### config.mk
export PLATFORM = sky130hd
export DESIGN_NAME = mmm_div
export DESIGN_NICKNAME = d
export VERILOG_FILES = /design/src/mmm_pkg.sv /design/src/mmm_div.sv
export SDC_FILE = /design/constraint.sdc
export NUM_CORES = 2
export LEC_CHECK = 0
export BUFFER_PORTS_ARGS = -buffer_cell sky130_fd_sc_hd__buf_2
export CAP_MARGIN = 20
export CORE_MARGIN = 2
export CORE_UTILIZATION = 45
export CTS_CLUSTER_DIAMETER = 150
export DETAILED_ROUTE_END_ITERATION = 16
export PLACE_DENSITY_LB_ADDON = 0.2
export SLEW_MARGIN = 10
export SYNTH_ARGS = -nofsm -noshare
export SYNTH_HDL_FRONTEND = slang
export SYNTH_SLANG_ARGS = --single-unit
### constraint.sdc
create_clock -name clock -period 3.9 [get_ports clock]
set_input_delay 0 -clock clock [delete_from_list [all_inputs] [get_ports clock]]
set_output_delay 0 -clock clock [all_outputs]
set_load 0.05 [all_outputs]
### src/mmm_pkg.sv
`timescale 1ns / 1ps

package mmm_pkg;

   // command and result formats
   localparam int CMD_W       = 16;
   localparam int MIN_W       = 13;
   localparam int MIX_W       = 33;
   localparam int IDX_W       = 3;
   localparam int ONE_Q12     = 4096;

   // rotor count limits
   localparam int MAX_ROTORS     = 7;
   localparam int NUM_ROTORS_DEF = 4;
   localparam int MIX_REGS       = 4;
   localparam int MIX_SEL_W      = 2;

   // configuration port
   localparam int CSR_IDX_W  = 3;
   localparam int CSR_DATA_W = 33;

   localparam logic [CSR_IDX_W-1:0] REG_SPD_FLOOR  = 3'd0;
   localparam logic [CSR_IDX_W-1:0] REG_ROTOR0_MIX = 3'd1;
   localparam logic [CSR_IDX_W-1:0] REG_ROTOR3_MIX = 3'd4;

   // internal datapath widths
   localparam int WW   = 22;          // mixed speed, signed Q.12
   localparam int KW   = 13;          // magnitude of 1.0 - min speed
   localparam int QW   = 13;          // rescale quotient bits
   localparam int DW   = 22;          // divisor (twice the span)
   localparam int RW   = 38;          // dividend and partial remainder
   localparam int PA_W = WW - 1 + KW; // offset times rescale numerator

   typedef struct packed {
      logic signed [CMD_W-1:0] thr;
      logic signed [WW-1:0]    w;
      logic [IDX_W-1:0]        idx;
      logic                    last;
      logic                    rescale;
      logic                    zero_span;
      logic                    k_neg;
   } rot_tag_type;

endpackage

### src/mmm_div.sv
`timescale 1ns / 1ps

module mmm_div (
   input  logic                      clock,
   input  logic                      reset,
   input  logic                      adv,
   input  logic                      in_valid,
   input  logic [mmm_pkg::RW-1:0]    in_num,
   input  logic [mmm_pkg::DW-1:0]    in_den,
   input  mmm_pkg::rot_tag_type      in_tag,
   output logic                      out_valid,
   output logic [mmm_pkg::QW-1:0]    out_quo,
   output mmm_pkg::rot_tag_type      out_tag
);
   import mmm_pkg::*;

   logic              vld_ff [QW];
   logic [QW-1:0]     q_ff   [QW];
   rot_tag_type       tag_ff [QW];
   logic [RW-1:0]     rem_ff [QW-1];
   logic [DW-1:0]     den_ff [QW-1];

   // one quotient bit per stage, most significant first
   for (genvar s = 0; s < QW; s++) begin : g_stage
      logic [RW-1:0] rem_src;
      logic [DW-1:0] den_src;
      logic [QW-1:0] q_src;
      logic [QW-1:0] q_in;
      rot_tag_type   tag_src;
      logic          vld_src;
      logic [RW-1:0] sub;
      logic          fits;

      if (s == 0) begin : g_first
         assign rem_src = in_num;
         assign den_src = in_den;
         assign q_src   = '0;
         assign tag_src = in_tag;
         assign vld_src = in_valid;
      end else begin : g_next
         assign rem_src = rem_ff[s-1];
         assign den_src = den_ff[s-1];
         assign q_src   = q_ff[s-1];
         assign tag_src = tag_ff[s-1];
         assign vld_src = vld_ff[s-1];
      end

      assign sub  = RW'(den_src) << (QW - 1 - s);
      assign fits = rem_src >= sub;

      always_comb begin
         q_in = q_src;
         q_in[QW-1-s] = fits;
      end

      always_ff @(posedge clock) begin
         if (reset) begin
            vld_ff[s] <= 1'b0;
         end else if (adv) begin
            vld_ff[s] <= vld_src;
         end
      end

      always_ff @(posedge clock) begin
         if (adv) begin
            q_ff[s]   <= q_in;
            tag_ff[s] <= tag_src;
         end
      end

      if (s < QW - 1) begin : g_keep
         always_ff @(posedge clock) begin
            if (adv) begin
               rem_ff[s] <= fits ? rem_src - sub : rem_src;
               den_ff[s] <= den_src;
            end
         end
      end
   end

   assign out_valid = vld_ff[QW-1];
   assign out_quo   = q_ff[QW-1];
   assign out_tag   = tag_ff[QW-1];

endmodule

; ---- After elaboration in Yosys (flattened, before gate mapping)
; Memory sizes are Yosys's and may differ from the RTL's.
; Cells that the tools add are included.
[word_totals]
regBits = 0
out_inout_bits = 59
memories = 5
ram_bits = 1487
input_bits = 109
[classes]
n_addsub = 12
muxes = 31
bitwise_logic = 13
magnitude_cmp = 13
[mem_list]
columns = memory, depth, word_bits, read_ports, rd_clocked_by_memory_dff, write_ports, line_no
row1 = tag_ff, 13, 45, 13, 0, 13, mmm_div.sv:19  ; rot_tag_type tag_ff [QW];
row2 = rem_ff, 12, 38, 12, 0, 12, mmm_div.sv:20  ; logic [RW-1:0] rem_ff [QW-1];
row3 = den_ff, 12, 22, 12, 0, 12, mmm_div.sv:21  ; logic [DW-1:0] den_ff [QW-1];
row4 = q_ff, 13, 13, 13, 0, 13, mmm_div.sv:18  ; logic [QW-1:0] q_ff [QW];
row5 = vld_ff, 13, 1, 13, 0, 13, mmm_div.sv:17  ; logic vld_ff [QW];
[op_table]
columns = operator, count
row1 = 2-to-1 mux 38 bit, 12
row2 = greater-or-equal comparator 38 x 22 -> 1 bit, 1
row3 = greater-or-equal comparator 38 x 23 -> 1 bit, 1
row4 = greater-or-equal comparator 38 x 24 -> 1 bit, 1
row5 = greater-or-equal comparator 38 x 25 -> 1 bit, 1
row6 = greater-or-equal comparator 38 x 26 -> 1 bit, 1
row7 = greater-or-equal comparator 38 x 27 -> 1 bit, 1
row8 = greater-or-equal comparator 38 x 28 -> 1 bit, 1
row9 = greater-or-equal comparator 38 x 29 -> 1 bit, 1
row10 = greater-or-equal comparator 38 x 30 -> 1 bit, 1
row11 = greater-or-equal comparator 38 x 31 -> 1 bit, 1
row12 = greater-or-equal comparator 38 x 32 -> 1 bit, 1
row13 = greater-or-equal comparator 38 x 33 -> 1 bit, 1
row14 = greater-or-equal comparator 38 x 34 -> 1 bit, 1
row15 = subtractor 38 x 23 -> 38 bit, 1
row16 = subtractor 38 x 24 -> 38 bit, 1
row17 = subtractor 38 x 25 -> 38 bit, 1
row18 = subtractor 38 x 26 -> 38 bit, 1
row19 = subtractor 38 x 27 -> 38 bit, 1
row20 = subtractor 38 x 28 -> 38 bit, 1
row21 = subtractor 38 x 29 -> 38 bit, 1
row22 = subtractor 38 x 30 -> 38 bit, 1
row23 = subtractor 38 x 31 -> 38 bit, 1
row24 = subtractor 38 x 32 -> 38 bit, 1
row25 = other kinds (4), 34

; ---- Depth between registers and ports, before layout
[depth]
word_depth = 4
mapped_depth = 14

; ---- Worst setup path after synthesis
; Ideal clock, no wire load.
[synth_timing]
kind = flip-flop to flip-flop
from = memory rem_ff[8][3], in the netlist rem_ff[2][3]
to = memory rem_ff[9][37], in the netlist rem_ff[2][75] (data pin)
t_arrival_ns = 3.033
path_stages_with_launch = 15
setup_slack_ns = 0.605
t_required_ns = 3.638
synth_period_minus_slack_ns = 3.295
setup_time_ns = 0.262
path_cell_list = edfxtp_1 -> inv_1 -> ha_1 -> inv_1 -> fa_1 -> a211oi_1 -> o21ai_0 -> a31oi_1 -> a211oi_1 -> nor4_1 -> nor4_1 -> or4b_1 -> buf_2 -> nor3b_2 -> xor2_1
[synth_rtl]
columns = element, line_no
row1 = start: declaration, mmm_div.sv:20

==> out/qor_table.md <==
| Quantity | Reported |
|:---|:---|
| Global placement routability congestion | 0.934 |
| Post-synthesis cell count | 4579 |
| Clock tree buffer depth | 3 |
| Classification of the worst-slack hold path | in2reg |
| Type of element launching the critical path | register |
| VDD IR-drop max | 0.418 mV |
| Total Nets Final | 5510 |
| Maximum fanout encountered on the critical timing path | 5 |
| Antenna violations before repair | 0 |
| Unrepaired setup endpoints after global routing | false |
| Measured slew at the worst slew-check pin | 0.825 ns |
| Count leader, synth | sky130_fd_sc_hd__edfxtp_1 |
| Flip-flop and latch count after synthesis | 1409 |
| Cell area after technology mapping | 0.0627 mm2 |
| Family of cells with the greatest summed delay on the critical path | simple AND/OR/NAND/NOR gates |
| Number of remaining DRC errors | 0 |
| Max-cap viol count | 0 |
| Biggest area contributors in the synthesized netlist | sky130_fd_sc_hd__edfxtp_1, sky130_fd_sc_hd__ha_1, sky130_fd_sc_hd__a21oi_1 |
| Post-CTS Setup Bufs | 0 |
| Portion of the post-synthesis area used by sequential elements | 67.5% |
| Routed Antenna Nets | 0 |
| Most used DFF post-synth | sky130_fd_sc_hd__edfxtp_1 |
| Num CTS Buffers | 153 |
| Largest net degree at the start of global routing | 139 |
| Global-route wire length before repair | 181000 um |
| Number of global-route vias before repair | 36400 |
| Startpoint of the worst hold path | in_num[18] |
| Count of flip-flops with a built-in enable after synthesis | 1409 |
| Initial core utilization | 45.5% |
| Netlist cell types | 93 |
| Final setup fails | 0 |
| GRT Resource Usage Total | 15.9% |
| Relative max-transition margin | 44.4% |
| Final setup skew | 0.0324 ns |
| Die Y | 377 um |
| Floorplan die width | 377 um |
| Data required, critical path | 4.42 ns |
| Minimum setup slack in the final design | 0.188 ns |
| Util after Layout | 53.2% |
| Fraction of registers with async set or reset after synthesis | 0% |
| Relative area change from synthesis to final layout | 16.9% |
| Startpoint of the worst register-to-register path | rem_ff[2][40]$_DFFE_PP_ |
| Category of the worst setup path capture point | register |
| Fraction of layout cells with a size suffix above 1 | 10.8% |
| H-tree lvl count | 4 |
| Insertion delay of the later-clocked pin in the worst-skew pair | 0.79 ns |
| Final-layout setup total negative slack | 0 ns |
| Minimum setup slack after placement | 0.184 ns |
| Count of pins on the block boundary | 168 |
| CTS tree | done |
| Final critical-path share of the clock period | 95.2% |
| Final critical-path required period | 3.71 ns |
| Run status | complete, no violations |
| Cell chain of the critical path | inv_1, ha_1, inv_1, fa_1, a211oi_1, o21ai_0, a31oi_1, nor4_1, nor4_4, o21ai_0, nand2b_1, nor4_1, xor2_1 |
| Drt first pass iters | 7 |
| Multi-input logic area | 0.0187 mm2 |
| Syn Nets | 4986 |
| # diodes | 0 |
| Kind of critical path | reg2reg |
| Via total after detailed routing | 36100 |
| Fmax | 269 MHz |
| Area share of the leading cell type in the synthesized netlist | 67.5% |
| Total gr overflow | 0 |
| Hold Vio Cnt, Final | 0 |
| Count of routing violations after the opening detailed-route iteration | 1922 |
| Cell types with the highest counts after synthesis | sky130_fd_sc_hd__edfxtp_1, sky130_fd_sc_hd__inv_1, sky130_fd_sc_hd__a21oi_1 |
| Area taken by flip-flops and latches | 0.0423 mm2 |
| Standard-cell row count | 136 |
| Critical Path AT | 4.23 ns |
| Clk root buf | sky130_fd_sc_hd__clkbuf_16 |
| Total Die Area | 0.142 mm2 |
| Slowest stage cell on the critical path | sky130_fd_sc_hd__fa_1 |
| Cell type with the highest aggregate area in the netlist | sky130_fd_sc_hd__edfxtp_1 |
| Dpl hpwl | 78800 um |
| Number of warning messages in the yosys log | 0 |
| Average wire length per cell after detail routing | 16.0 um |
| Mean instance size in the synthesized netlist | 13.7 um2 |
| Number of port buffers | 167 |
| Count of buffer and inverter cells on the critical path | 2 |
| Max stage delay on crit path | 0.42 ns |
| Number of fill cells | 11500 |
| Critical Path Start | rem_ff[2][40]$_DFFE_PP_ |
| Standard cell core area | 0.138 mm2 |
| Clock Sink Count | 1409 |
| Total wire length after detailed routing | 112000 um |
| Post-DR vias/cell | 5.13 |
| Number of max-slew violations in the final report | 0 |
| Worst-path clk slew | 0.06 ns |
| Leakage power of the design | 0.0278 uW |
| Power density of the placed cells | 648 mW/mm2 |
-- per-stage QoR --
step	std cells	hold slack [ns]	power, uW	cell area [um2]
finish	7026	0.0757	47500	73300
floorplan	4579	0.0989	30400	62700
global route	7026	0.0514	50300	73300
detailed placement	6525	0.178	33800	66300
CTS	7026	0.00109	48000	73300
global placement	6525	0.176	33700	66300
-- layout make-up --
type | instances | area share, %
sequential | 1409 | 57.7
multi-input combinational | 2721 | 25.5
timing repair buffer | 458 | 5.21
clock buffer | 185 | 5.45
inverter | 360 | 1.85
clock inverter | 99 | 1.16
tap | 1794 | 3.06
-- worst min-delay path: cells and delay by family --
family | cells | cell delay, ns
AO/OA/AOI/OAI | 1 | 0.06
buffers and inverters | 2 | 0.63
AND/OR/NAND/NOR | 1 | 0.04
-- cell usage in the layout (no fill, tap or decap), types with 18 or more instances in the layout --
cell type                       count
sky130_fd_sc_hd__edfxtp_1        1409
sky130_fd_sc_hd__inv_1            359
sky130_fd_sc_hd__a21oi_1          345
sky130_fd_sc_hd__nor2_1           304
sky130_fd_sc_hd__ha_1             286
sky130_fd_sc_hd__nand2_1          249
sky130_fd_sc_hd__o21ai_0          229
sky130_fd_sc_hd__dlygate4sd3_1    217
sky130_fd_sc_hd__xnor2_1          173
sky130_fd_sc_hd__buf_2            166
sky130_fd_sc_hd__clkbuf_16        155
sky130_fd_sc_hd__xor2_1           149
sky130_fd_sc_hd__a21o_1           116
sky130_fd_sc_hd__nand3_1           78
sky130_fd_sc_hd__nor3_1            68
sky130_fd_sc_hd__nand2b_1          55
sky130_fd_sc_hd__nor4_1            54
sky130_fd_sc_hd__buf_4             54
sky130_fd_sc_hd__mux2_2            53
sky130_fd_sc_hd__nand4_1           48
sky130_fd_sc_hd__nor2b_1           46
sky130_fd_sc_hd__o21a_1            45
sky130_fd_sc_hd__clkinv_1          45
sky130_fd_sc_hd__o21bai_1          38
sky130_fd_sc_hd__clkbuf_1          30
sky130_fd_sc_hd__clkinv_2          28
sky130_fd_sc_hd__or3_1             27
sky130_fd_sc_hd__and2_1            27
sky130_fd_sc_hd__a211oi_1          24
sky130_fd_sc_hd__o31ai_1           23
sky130_fd_sc_hd__a31oi_1           21
sky130_fd_sc_hd__buf_12            20
sky130_fd_sc_hd__and3_1            18
-- where the power goes --
group | switching, uW | total (uW) | leakage [uW] | internal [uW]
Sequential | 1250 | 21000 | 0.0137 | 19700
Combinational | 7140 | 12800 | 0.0117 | 5680
Clock | 5820 | 13700 | 0.00235 | 7840
-- repair_timing --
action | CTS | global route
hold buffers | 217 | 0
resized for setup | 0 | 4
hold endpoints to repair | 235 | 0
endpoints found under the setup margin | 0 | 10
-- registers in the layout, indices dropped and copies added, names as in the netlist --
signal,count
den_ff,264
q_ff,91
rem_ff,456
tag_ff,585
vld_ff,13
-- routing by layer --
metal,vias to the layer above,part of all wire [%],global-route usage [%]
met5,-,0,0
met4,0,5.5,9.24
met3,335,3.3,2.83
met2,702,50,28.1
met1,16900,41,17.9
li1,18100,-,-
-- worst paths after layout --
path | slack, ns | end | cells after the start
worst max-delay path | 0.19 | rem_ff[2][110]$_DFFE_PP_ | 13
worst min register to register | 0.41 | q_ff[2][47]$_DFFE_PP_ | 0
worst max register to register | 0.19 | rem_ff[2][110]$_DFFE_PP_ | 13
worst min-delay path | 0.08 | rem_ff[0][18]$_DFFE_PP_ | 4
-- kinds of logic (layout without fill, tap and decap cells) --
family | after synthesis | in the layout | synth area share [%]
flip-flops | 1409 | 1409 | 67.5
AND/OR/NAND/NOR | 1076 | 1076 | 8.57
AO/OA/AOI/OAI | 971 | 971 | 9.64
buffers and inverters | 449 | 1102 | 2.73
XOR/XNOR | 322 | 322 | 4.50
adder cells (fa/ha/maj) | 298 | 298 | 6.09
multiplexers | 54 | 54 | 0.976
Note: power is estimated with default switching activity, not from simulation.
